$ cat src/hw/rtl/v7e_pkg.sv
`timescale 1ns / 1ps

package v7e_pkg;

    // Input value port width and default encoded value width
    localparam int VALUE_PORT_W    = 64;
    localparam int VALUE_WIDTH_DEF = 64;

    // Encoding constants
    localparam int          GROUP_BITS = 7;
    localparam int          MAX_BYTES  = 9;
    localparam int          CNT_W      = 4;
    localparam logic [7:0]  CONT_FLAG  = 8'h80;

    // Depth of the descriptor queue between front and back
    localparam int QUEUE_DEPTH = 2;

    // Control part of one encode job
    typedef struct packed {
        logic [CNT_W-1:0] cnt;   // bytes to emit, 1..MAX_BYTES
        logic             full;  // final byte carries 8 bits
    } t_desc;

endpackage

$ cat src/hw/rtl/v7e_front.sv
`timescale 1ns / 1ps

module v7e_front #(
    parameter int VALUE_WIDTH = v7e_pkg::VALUE_WIDTH_DEF
) (
    input  logic                            i_in_valid,
    input  logic [v7e_pkg::VALUE_PORT_W-1:0] i_value,
    input  logic [3:0]                      i_max_bytes,
    input  logic                            i_q_full,
    output logic                            o_in_stall,
    output logic                            o_push,
    output logic [VALUE_WIDTH-1:0]          o_push_value,
    output v7e_pkg::t_desc                  o_push_desc
);

    logic [VALUE_WIDTH-1:0]      v;
    logic [v7e_pkg::CNT_W-1:0]   budget;
    logic [v7e_pkg::CNT_W-1:0]   groups;
    logic                        full;

    // Saturate the budget and keep the low value bits
    assign v      = i_value[VALUE_WIDTH-1:0];
    assign budget = (i_max_bytes > 4'(v7e_pkg::MAX_BYTES)) ?
                    v7e_pkg::CNT_W'(v7e_pkg::MAX_BYTES) : i_max_bytes;

    // Count the 7-bit groups the value needs
    always_comb begin
        groups = v7e_pkg::CNT_W'(1);
        for (int k = 1; k < v7e_pkg::MAX_BYTES; k++) begin
            if ((v >> (v7e_pkg::GROUP_BITS * k)) != '0) begin
                groups = groups + v7e_pkg::CNT_W'(1);
            end
        end
    end

    // Full form once the value does not fit in budget-1 groups
    assign full = (groups >= budget);

    assign o_in_stall        = i_q_full;
    assign o_push            = i_in_valid && !i_q_full && (budget != '0);
    assign o_push_value      = v;
    assign o_push_desc.full  = full;
    assign o_push_desc.cnt   = full ? budget : groups;

endmodule

$ cat src/hw/rtl/v7e_queue.sv
`timescale 1ns / 1ps

module v7e_queue #(
    parameter int WIDTH = 8,
    parameter int DEPTH = v7e_pkg::QUEUE_DEPTH
) (
    input  logic             i_clk,
    input  logic             i_rst_n,
    input  logic             i_push,
    input  logic [WIDTH-1:0] i_data,
    input  logic             i_pop,
    output logic             o_full,
    output logic             o_valid,
    output logic [WIDTH-1:0] o_data
);

    localparam int PTR_W = (DEPTH > 1) ? $clog2(DEPTH) : 1;
    localparam int CNT_W = $clog2(DEPTH + 1);

    logic [WIDTH-1:0] r_mem [DEPTH];
    logic [PTR_W-1:0] r_wr_ptr, n_wr_ptr;
    logic [PTR_W-1:0] r_rd_ptr, n_rd_ptr;
    logic [CNT_W-1:0] r_count,  n_count;
    logic             do_push, do_pop;

    assign o_full  = (r_count == CNT_W'(DEPTH));
    assign o_valid = (r_count != '0);
    assign o_data  = r_mem[r_rd_ptr];
    assign do_push = i_push && !o_full;
    assign do_pop  = i_pop && o_valid;

    // Advance pointers with wrap
    always_comb begin
        n_wr_ptr = r_wr_ptr;
        n_rd_ptr = r_rd_ptr;
        n_count  = r_count;
        if (do_push) begin
            n_wr_ptr = (r_wr_ptr == PTR_W'(DEPTH - 1)) ? '0 : r_wr_ptr + PTR_W'(1);
        end
        if (do_pop) begin
            n_rd_ptr = (r_rd_ptr == PTR_W'(DEPTH - 1)) ? '0 : r_rd_ptr + PTR_W'(1);
        end
        if (do_push && !do_pop) begin
            n_count = r_count + CNT_W'(1);
        end else if (!do_push && do_pop) begin
            n_count = r_count - CNT_W'(1);
        end
    end

    always_ff @(posedge i_clk) begin
        if (!i_rst_n) begin
            r_wr_ptr <= '0;
            r_rd_ptr <= '0;
            r_count  <= '0;
        end else begin
            r_wr_ptr <= n_wr_ptr;
            r_rd_ptr <= n_rd_ptr;
            r_count  <= n_count;
        end
    end

    // Store entry
    always_ff @(posedge i_clk) begin
        if (do_push) begin
            r_mem[r_wr_ptr] <= i_data;
        end
    end

endmodule

$ cat src/hw/rtl/v7e_back.sv
`timescale 1ns / 1ps

module v7e_back #(
    parameter int VALUE_WIDTH = v7e_pkg::VALUE_WIDTH_DEF
) (
    input  logic                   i_clk,
    input  logic                   i_rst_n,
    input  logic                   i_q_valid,
    input  logic [VALUE_WIDTH-1:0] i_q_value,
    input  v7e_pkg::t_desc         i_q_desc,
    output logic                   o_pop,
    output logic                   o_out_valid,
    input  logic                   i_out_stall,
    output logic [7:0]             o_out_byte,
    output logic                   o_last
);

    logic [VALUE_WIDTH-1:0]    r_val;
    logic [v7e_pkg::CNT_W-1:0] r_idx;
    logic                      r_full;
    logic                      r_busy;
    logic                      r_out_valid;
    logic [7:0]                r_out_byte;
    logic                      r_out_last;

    logic                      adv;
    logic                      done;
    logic [6:0]                sh;
    logic [VALUE_WIDTH-1:0]    shifted;
    logic [7:0]                n_byte;

    // Emit a byte when the output register is free or draining
    assign adv   = r_busy && (!r_out_valid || !i_out_stall);
    assign done  = adv && (r_idx == '0);
    assign o_pop = i_q_valid && (!r_busy || done);

    // Select the group: shift by 7*idx, plus one in the full form
    assign sh      = {r_idx, 3'b000} - 7'(r_idx) + 7'(r_full);
    assign shifted = r_val >> sh;

    always_comb begin
        if (r_idx == '0) begin
            n_byte = r_full ? r_val[7:0] : {1'b0, r_val[6:0]};
        end else begin
            n_byte = v7e_pkg::CONT_FLAG | {1'b0, shifted[6:0]};
        end
    end

    // Sequence the current job
    always_ff @(posedge i_clk) begin
        if (!i_rst_n) begin
            r_busy <= 1'b0;
        end else if (o_pop) begin
            r_busy <= 1'b1;
        end else if (done) begin
            r_busy <= 1'b0;
        end
    end

    always_ff @(posedge i_clk) begin
        if (o_pop) begin
            r_val  <= i_q_value;
            r_idx  <= i_q_desc.cnt - v7e_pkg::CNT_W'(1);
            r_full <= i_q_desc.full;
        end else if (adv) begin
            r_idx  <= r_idx - v7e_pkg::CNT_W'(1);
        end
    end

    // Hold the output item until taken
    always_ff @(posedge i_clk) begin
        if (!i_rst_n) begin
            r_out_valid <= 1'b0;
        end else if (adv) begin
            r_out_valid <= 1'b1;
        end else if (!i_out_stall) begin
            r_out_valid <= 1'b0;
        end
    end

    always_ff @(posedge i_clk) begin
        if (adv) begin
            r_out_byte <= n_byte;
            r_out_last <= (r_idx == '0);
        end
    end

    assign o_out_valid = r_out_valid;
    assign o_out_byte  = r_out_byte;
    assign o_last      = r_out_last;

endmodule

$ cat src/hw/rtl/varint_7bit_encoder_top.sv
// Throughput: one byte per cycle from the serializer while i_out_stall is low; an item
// occupies it for its 1..9 bytes, and an item with a zero budget is taken from the input
// but never queued and emits nothing.
// A two-entry descriptor queue lets the input take items while the serializer works.
// Reset (synchronous, active low) empties the queue and the output register.
`timescale 1ns / 1ps

module varint_7bit_encoder_top #(
    parameter int VALUE_WIDTH = v7e_pkg::VALUE_WIDTH_DEF
) (
    input  logic                             i_clk,
    input  logic                             i_rst_n,
    input  logic                             i_in_valid,
    output logic                             o_in_stall,
    input  logic [v7e_pkg::VALUE_PORT_W-1:0] i_value,
    input  logic [3:0]                       i_max_bytes,
    output logic                             o_out_valid,
    input  logic                             i_out_stall,
    output logic [7:0]                       o_out_byte,
    output logic                             o_last
);

    localparam int Q_W = VALUE_WIDTH + $bits(v7e_pkg::t_desc);

    logic                   push, pop, q_full, q_valid;
    logic [VALUE_WIDTH-1:0] push_value;
    v7e_pkg::t_desc         push_desc;
    logic [Q_W-1:0]         q_data;
    v7e_pkg::t_desc         q_desc;
    logic [VALUE_WIDTH-1:0] q_value;

    // Classify incoming items
    v7e_front #(.VALUE_WIDTH(VALUE_WIDTH)) u_front (
        .i_in_valid   (i_in_valid),
        .i_value      (i_value),
        .i_max_bytes  (i_max_bytes),
        .i_q_full     (q_full),
        .o_in_stall   (o_in_stall),
        .o_push       (push),
        .o_push_value (push_value),
        .o_push_desc  (push_desc)
    );

    // Buffer jobs between front and back
    v7e_queue #(.WIDTH(Q_W), .DEPTH(v7e_pkg::QUEUE_DEPTH)) u_queue (
        .i_clk   (i_clk),
        .i_rst_n (i_rst_n),
        .i_push  (push),
        .i_data  ({push_value, push_desc}),
        .i_pop   (pop),
        .o_full  (q_full),
        .o_valid (q_valid),
        .o_data  (q_data)
    );

    assign q_value = q_data[Q_W-1 -: VALUE_WIDTH];
    assign q_desc  = q_data[$bits(v7e_pkg::t_desc)-1:0];

    // Serialize bytes
    v7e_back #(.VALUE_WIDTH(VALUE_WIDTH)) u_back (
        .i_clk       (i_clk),
        .i_rst_n     (i_rst_n),
        .i_q_valid   (q_valid),
        .i_q_value   (q_value),
        .i_q_desc    (q_desc),
        .o_pop       (pop),
        .o_out_valid (o_out_valid),
        .i_out_stall (i_out_stall),
        .o_out_byte  (o_out_byte),
        .o_last      (o_last)
    );

endmodule

$ cat config.mk
export PLATFORM = sky130hd
export DESIGN_NAME = varint_7bit_encoder_top
export DESIGN_NICKNAME = d
export VERILOG_FILES = /design/src/hw/rtl/v7e_pkg.sv /design/src/hw/rtl/v7e_front.sv /design/src/hw/rtl/v7e_queue.sv /design/src/hw/rtl/v7e_back.sv /design/src/hw/rtl/varint_7bit_encoder_top.sv
export SDC_FILE = /design/constraint.sdc
export NUM_CORES = 1
export LEC_CHECK = 0
export BUFFER_PORTS_ARGS = -buffer_cell sky130_fd_sc_hd__buf_2
export CAP_MARGIN = 10
export CORE_MARGIN = 1.5
export CORE_UTILIZATION = 65
export DETAILED_ROUTE_END_ITERATION = 6
export PLACE_DENSITY = 0.85
export SLEW_MARGIN = 20
export SYNTH_ARGS = -nofsm -noshare
export SYNTH_HDL_FRONTEND = slang
export SYNTH_SLANG_ARGS = --single-unit
$ cat constraint.sdc
create_clock -name i_clk -period 25.9 [get_ports i_clk]
set_input_delay 7.77 -clock i_clk [delete_from_list [all_inputs] [get_ports i_clk]]
set_output_delay 7.77 -clock i_clk [all_outputs]
set_load 0.005 [all_outputs]
After elaboration in Yosys (flattened, before gate mapping)
Memories as Yosys holds them, arrays and structs flattened. A register that Yosys moved wholly into a read port is not among the register bits.
Cells that the tools add are included.

cells by class
  add/sub/neg operators = 15
  $lt $le $gt $ge = 2
  equality and inequality tests = 2
  shifts and indexed selects = 1
  muxes and demuxes = 26
  reductions and logical operators = 31

operators by type and width
  operator             count
  $reduce_bool 64->1   8
  $shr 64x7->7         1
  $mux 4               11
  $add 4x1->4 const B  7
  $mux 1               10
  $logic_and 1x1->1    9
  $mux 8               1
  $reduce_bool 2->1    4
  $sub 4x1->4 const B  2
  $add 7x1->7          1
  $mux 7               1
  $sub 7x4->7          1
  $logic_not 1->1      6
  $mux 2               3
  $ge 4x4->1           1
  $gt 4x4->1 const B   1
  $logic_not 4->1      1
  $reduce_bool 4->1    1
  $add 1x1->1 const B  2
  $add 2x1->2 const B  1
  $eq 2x2->1 const B   1
  $logic_or 1x1->1     2
  $ne 2x1->1 const B   1
  $sub 2x1->2 const B  1

word-level totals
  flip-flop bits (word level) = 84
  memory bits (writable) = 138
  input port bits = 72
  output and inout port bits = 11
  logic and storage cells = 89
  memories = 1

memory list
  memory         depth  width  read ports  clocked after Yosys merged registers in  wr ports  line             text
  u_queue.r_mem  2      69     1           1                                        1         v7e_queue.sv:20  logic [WIDTH-1:0] r_mem [DEPTH];

Longest topological paths before layout
Gate-level depths: netlist of run 1.

  word-level depth = 18
  depth in mapped cells = 27
  depth with buffers taken out = 27

Hierarchy
From an unflattened synthesis of run 1, not the netlist that was laid out.

unflattened totals
  cells, all modules = 837
  area total of the unflattened synthesis = 12197.9 um^2

modules (own cells, without submodules)
  module     times used  cells each  area an instance (um^2)  sequential area each (um^2)
  v7e_back   1           397         5515.3                   2382.3
  v7e_queue  1           240         5253.8                   4244.1
  v7e_front  1           200         1428.9                   0.0

Worst setup path after synthesis of run 1
No wires, ideal clock.

  path kind = input to register
  start = input i_value[60] in the netlist's numbering
  end = memory u_queue.r_mem[0][4] in the netlist's numbering, data pin
  setup time = 0.262 ns
  arrival = 13.800 ns
  required time = 25.638 ns
  slack = 11.837 ns
  cell stages on the path = 25
  buffers on the path = 1
  cell sequence = or4_4 nor4_4 nand2_1 nor3_1 and3_1 nand3_1 inv_1 fa_1 buf_1 xnor2_1 ha_1 xor2_1 mux2_2 ha_1 and2_2 a221oi_2 inv_1 ha_1 nand2_1 o21ai_0 ha_1 a21o_1 a21o_1 a21oi_1 mux2_2

RTL lines
  item         line                           text
  from (decl)  varint_7bit_encoder_top.sv:15  input logic [v7e_pkg::VALUE_PORT_W-1:0] i_value,
  to (decl)    v7e_queue.sv:20

==> impl_results.md, run 1 <==
* Critical Path Source: i_value[38]
* CP Capture Type: flip-flop
* Final setup skew at 8.47 ps
* Switch share at 38.4%
* Critical Path Fanout Max at 9
* Fraction of the yosys area taken by sequential cells at 59.9%
* Sink Count at 223
* Final slew viol count at 0
* Syn Std Cell Area at 11100 um^2
* Gr ovfl total at 0
* Worst slew margin at 33.7%
* WL per Instance at 22.3 um
* #FFs+latches synth at 223
* Core area at 16600 um^2
* Tmin final at 14440 ps
* I/O pin count at 83
* Pwr Density at 146 nW/um^2
* Max Freq at 69.2 MHz
* Worst Tran Pin Value at 994 ps
* Antenna violations before repair at 0
* Outcome: finished, final reports clean
* DIE HEIGHT at 133 um
* Final ANT Viol Nets at 0
* Clock buffer count from CTS at 23
* Most frequent cells in the layout: edfxtp_1, buf_2, mux2_2, nand2_1, mux2i_1
* Peak supply drop at 0.0999 mV
* Worst r2r src: u_back.r_full$_DFFE_PP_
* Area leader, netlist: edfxtp_1
* Leakage at 4.41 nW
* First-pass GRT wire length at 37500 um
* Setup-failing EPs final at 0
* Post-CTS Setup Inserts at 0
* Total Routed Length at 23500 um
* Row cnt at 47
* Clock latency on the worst-skew pair at 520 ps
* Via count at 6840
* Die ar. at 17800 um^2
* Share of layout cells above drive strength 1 at 32.2%
* Hold Slack at 504 ps
* Hold Buf Count CTS at 0
* RSZ-0062 raised after global routing: no
* CP Launch Type: input port
* H-tree levels at 1
* Cells after Synth at 745
* Drt first-iter violations at 578
* Synthesis-to-finish area growth at 11.8%
* Post-cts sizing count at 0
* Most common cell after layout, fill and taps aside: edfxtp_1
* DR vias/cell at 6.48
* Post-synthesis async set-or-reset flop share at 0%
* Fin nets at 912
* Combinational power share at 51.9%
* Post-synth EDFFs at 216
* Mean Syn Cell Area at 14.9 um^2
* Overall routing resource usage at 27.2%
* Drt first pass iters at 5
* Final hold viol count at 0
* NetSw at 0.694 mW
* Clock Path Buffers at 3
* Dpl hpwl at 15700 um
* Kind of critical path: input port to flip-flop
* Synth top area cells: edfxtp_1, mux2_2, mux4_2, mux2i_1, ha_1
* Area share of the largest cell type after synthesis at 58.6%
* Syn Nets at 835
* Placer Congestion at 0.889
* CTS tree: yes
* Clock power frac at 16.2%
* Ant diodes at 0
* Worst hold path type: flip-flop to flip-flop
* Internal Power at 1.11 mW
* Synth cell types at 67
* Die Wd at 133 um
* Worst-path clk slew at 60 ps
* Max Cap Viol at 0
* PortBufs at 82
* Synth warn at 0
* Total negative slack at 0 ps
* Clock Tree Root: clkbuf_16
* DRC Markers at 0
* Most used DFF post-synth: edfxtp_1
* Vias in the first global route at 7065
* Final worst-path cycle share at 55.8%
* Critical Path RT at 26160 ps
* Flop pwr share at 31.9%
* Hold Path Origin: u_back.r_busy$_SDFFE_PN0P_
* Filler Cells Inserted at 1053
* Starting Density at 66.7%
* WP data arrival at 14710 ps
* Largest net degree at the start of global routing at 71
-- path summary, 6_finish.rpt --
kind                                                        end  slack, ps  depth (start not counted)
worst min-delay path            u_back.o_out_valid$_SDFFE_PN0P_        500                          1
worst min register to register  u_back.o_out_valid$_SDFFE_PN0P_        500                          1
worst max register to register   u_back.o_out_byte[3]$_DFFE_PP_      21950                         10
worst max-delay path              u_queue.r_mem[0][4]$_DFFE_PP_      11460                         25
-- power groups by stage --
stage	Clock, mW	Sequential (mW)	Combinational [mW]
3_5_place_dp	0	0.580	0.922
4_1_cts	0.298	0.576	0.929
5_1_grt	0.312	0.585	1.01
6_report	0.293	0.577	0.938
3_3_place_gp	0	0.574	0.905
2_1_floorplan	0	0.559	0.723
-- cell usage after synthesis (all sizes together) (8+ instances only) --
cell type / number
a21oi: 22
and2: 15
buf: 15
clkbuf: 25
edfxtp: 216
ha: 17
inv: 17
mux2: 80
mux2i: 42
mux4: 39
nand2: 46
nand3: 10
nor2: 40
o211ai: 8
o21ai: 23
o311ai: 9
or4: 11
xnor2: 9
xor2: 9
-- through the flow --
| stage | setup slack [ps] | instance area (um^2) | instances | util (%) | power [mW] |
|---|---|---|---|---|---|
| after floorplan | 11840 | 11100 | 745 | - | 1.28 |
| after global placement | 11310 | 11700 | 1017 | 70.6 | 1.48 |
| after detailed placement | 11000 | 11700 | 1017 | 70.6 | 1.50 |
| after CTS | 11520 | 12400 | 1056 | 74.6 | 1.80 |
| after global routing | 10950 | 12400 | 1056 | 74.6 | 1.91 |
| final | 11460 | 12400 | 1056 | 74.6 | 1.81 |
-- critical path, stage by stage --
cell and delay, ps:
buf_2 120, or4_1 690, nor4_2 410, nand2_1 170, nor3_1 350, and3_1 360, nand3_1 190, inv_1 190
fa_1 610, xnor2_1 210, ha_1 360, xor2_1 150, mux2_2 290, ha_1 260, and2_2 170, a221oi_2 270
inv_1 80, ha_1 290, nand2_1 50, o21ai_0 140, ha_1 340, a21o_1 160, a21o_1 180, a21oi_1 470
mux2_2 410
-- metal layers --
metal / vias to the layer above / track usage [%] / part of all wire (%)
li1: 3100 / - / -
met1: 3452 / 36.8 / 42
met2: 251 / 46.5 / 51
met3: 37 / 3.92 / 4.9
met4: 0 / 7.73 / 2.0
met5: - / 0 / 0
-- cell families after synthesis --
family          after synthesis  synth area share, %
flops                       223                 59.9
buf+inv                      58                 2.07
simple gates                158                 7.52
compound gates              109                 7.14
mux                         161                 19.9
fa+ha+maj                    18                 2.10
xor+xnor                     18                 1.42
-- final cells by class --
cell class / count / area [um^2] / area share (%)
clock inverters: 11 / 72.6 / 0.586
flip-flops and latches: 223 / 6630 / 53.5
clock buffers: 28 / 594 / 4.80
well taps: 220 / 275 / 2.22
repair buffers: 92 / 485 / 3.92
inverters: 18 / 67.6 / 0.546
multi-input cells: 464 / 4250 / 34.4
-- sequential cells by signal, summed over array words and instances, names as in the netlist, named ones only --
name / count
u_back.r_val: 64
u_back.r_idx: 4
u_back.r_full: 1
u_queue.r_mem: 138
u_back.r_busy: 1
u_queue.r_count: 2
u_back.o_last: 1
u_back.o_out_byte: 8
u_back.o_out_valid: 1
u_queue.r_rd_ptr: 1
u_queue.r_wr_ptr: 1
(Power assumes the default switching activity.)
==> run 2, diff against run 1 <==
- CORE_UTILIZATION: 65 -> 55
- PLACE_DENSITY: 0.85 -> 0.77
- clock period: 25.9 -> 11.7 ns (I/O delays scaled with it)
==> run 2 against run 1 <==
Die area is 18% higher. Global-route usage is 4.6 points lower. Sequential power up 120%. Final area increased by 0.25%. Combinational power rose by 120%. Critical path type unchanged. Largest cell class unchanged.
==> impl_results.md, run 2 (same netlist as run 1, synthesis figures left out) <==
* Outcome: finished, final reports clean (unchanged)
* H-tree levels at 1 (unchanged)
* Post-cts sizing count at 0 (unchanged)
* Synthesis-to-finish area growth at 12.1% (was 11.8%)
* Place WS at 872 ps (was 11000 ps)
* PortBufs at 82 (unchanged)
* Setup-failing EPs final at 0 (unchanged)
* Max reg flops at 138 (unchanged)
* Placed inst area at 11800 um^2 (was 11700 um^2)
* Clock power frac at 15.9% (was 16.2%)
* WL per Instance at 21.0 um (was 22.3 um)
* WP data arrival at 10630 ps (was 14710 ps)
* I/O pin count at 83 (unchanged)
* Largest Register: u_queue.r_mem (unchanged)
* Filler Cells Inserted at 1467 (was 1053)
* Clock buffer count from CTS at 23 (unchanged)
* Vias in the first global route at 6760 (was 7065)
* Die Wd at 145 um (was 133 um)
* Hold Slack at 484 ps (was 504 ps)
* Leakage at 4.41 nW (about the same)
* Clock Path Buffers at 3 (unchanged)
* Multi-input logic area at 4250 um^2 (about the same)
* DIE HEIGHT at 145 um (was 133 um)
* Final core utilization at 63.3% (was 74.6%)
* Pwr Density at 320 nW/um^2 (was 146 nW/um^2)
* Final hold viol count at 0 (unchanged)
* Total negative slack at 0 ps (unchanged)
* Buf/Inv on CP at 3 (unchanged)
* Crit path top cell by count: ha_1 (unchanged)
* Final Cell Area at 12400 um^2 (about the same)
* DRC Markers at 0 (unchanged)
* Placer Congestion at 0.883 (was 0.889)
* Sink Count at 223 (unchanged)
* Drt first-iter violations at 438 (was 578)
* Via count at 6695 (was 6840)
* Critical Path RT at 11960 ps (was 26160 ps)
* CP Capture Type: flip-flop (unchanged)
* Worst slew margin at 34.7% (was 33.7%)
* Top delay family on crit path: simple AND/OR/NAND/NOR gates (unchanged)
* Combinational power share at 52.1% (was 51.9%)
* Row cnt at 51 (was 47)
* Drt first pass iters at 7 (was 5)
* Kind of critical path: input port to flip-flop (unchanged)
* Die ar. at 21000 um^2 (was 17800 um^2)
* Largest net degree at the start of global routing at 70 (was 71)
* Starting Density at 56.5% (was 66.7%)
* Ant diodes at 0 (unchanged)
* Total Routed Length at 23200 um (was 23500 um)
* Setup ws final at 1330 ps (was 11460 ps)
* RSZ-0062 raised after global routing: no (unchanged)
* Max stage delay on crit path at 610 ps (was 690 ps)
* Overall routing resource usage at 22.6% (was 27.2%)
* Worst Tran Pin Value at 977 ps (was 994 ps)
* CP Launch Type: input port (unchanged)
* Max Cap Viol at 0 (unchanged)
* Share of layout cells above drive strength 1 at 31.8% (was 32.2%)
* CTS tree: yes (unchanged)
* Worst-path clk slew at 60 ps (about the same)
* Most common cell after layout, fill and taps aside: edfxtp_1 (unchanged)
* Core area at 19600 um^2 (was 16600 um^2)
* Clock latency on the worst-skew pair at 520 ps (about the same)
* Dpl hpwl at 16200 um (was 15700 um)
* Antenna violations before repair at 0 (unchanged)
* Critical Path Fanout Max at 9 (unchanged)
* Slowest cell on crit path: fa_1 (was or4_1)
* Post-CTS Setup Inserts at 0 (unchanged)
* Tmin final at 10370 ps
* Gr ovfl total at 0 (unchanged)
* NetSw at 1.51 mW (was 0.694 mW)
* Internal Power at 2.46 mW (was 1.11 mW)
* First-pass GRT wire length at 35800 um (was 37500 um)
* Final ANT Viol Nets at 0 (unchanged)
* Final worst-path cycle share at 88.6%
* Hold Buf Count CTS at 0 (unchanged)
* Peak supply drop at 0.210 mV (was 0.0999 mV)
* DR vias/cell at 6.08 (was 6.48)
* Fin nets at 912 (unchanged)
* Flop pwr share at 32.0% (was 31.9%)
* Final slew viol count at 0 (unchanged)
* Clock Tree Root: clkbuf_16 (unchanged)
* Most frequent cells in the layout: edfxtp_1, buf_2, mux2_2, nand2_1, mux2i_1 (unchanged)
* Switch share at 38.1% (was 38.4%)
* Final setup skew at 15.5 ps (was 8.47 ps)
* Max Freq at 96.4 MHz
* Worst hold path type: flip-flop to flip-flop (unchanged)
* Register area at 6630 um^2 (unchanged)
run 2: cell count changes in the layout (fill, tap and decap cells not counted), sizes merged:
cell      change
clkinv        +2
clkinvlp      -2
run 2: path summary, 6_finish.rpt:
check | end | slack (ps) | from | cells past startpoint
worst min register to register | u_back.o_out_valid$_SDFFE_PN0P_ | 480 | u_back.r_busy$_SDFFE_PN0P_ | 1
worst min-delay path | u_back.o_out_valid$_SDFFE_PN0P_ | 480 | u_back.r_busy$_SDFFE_PN0P_ | 1
worst max register to register | u_back.o_out_byte[0]$_DFFE_PP_ | 8010 | u_back.r_full$_DFFE_PP_ | 12
worst max-delay path | u_queue.r_mem[1][4]$_DFFE_PP_ | 1330 | i_value[60] | 25
run 2: per-layer routing:
| metal | GRT usage (%) | vias up | wire, um |
|---|---|---|---|
| met5 | 0 | - | 0 |
| met4 | 5.53 | 0 | 464 |
| met3 | 3.22 | 29 | 1130 |
| met2 | 39.5 | 202 | 11700 |
| met1 | 29.8 | 3358 | 9910 |
| li1 | - | 3106 | - |
run 2: power groups by stage:
stage	Combinational, mW	Sequential, mW	Clock (mW)
after floorplan	1.60	1.24	0
after CTS	2.07	1.27	0.648
final	2.07	1.27	0.633
after global routing	2.26	1.29	0.675
after detailed placement	2.06	1.28	0
after global placement	2.03	1.27	0
run 2: cell type report:
type | instances | share of cell area (%)
flip-flops and latches | 223 | 53.4
inverters | 18 | 0.545
repair buffers | 92 | 3.91
multi-input cells | 464 | 34.3
clock buffers | 28 | 4.79
clock inverters | 11 | 0.403
well taps | 265 | 2.67
run 2: per-stage QoR:
stage	total power, mW	std cells
detailed placement	3.35	1062
global route	4.23	1101
floorplan	2.84	745
finish	3.97	1101
global placement	3.30	1062
CTS	3.99	1101
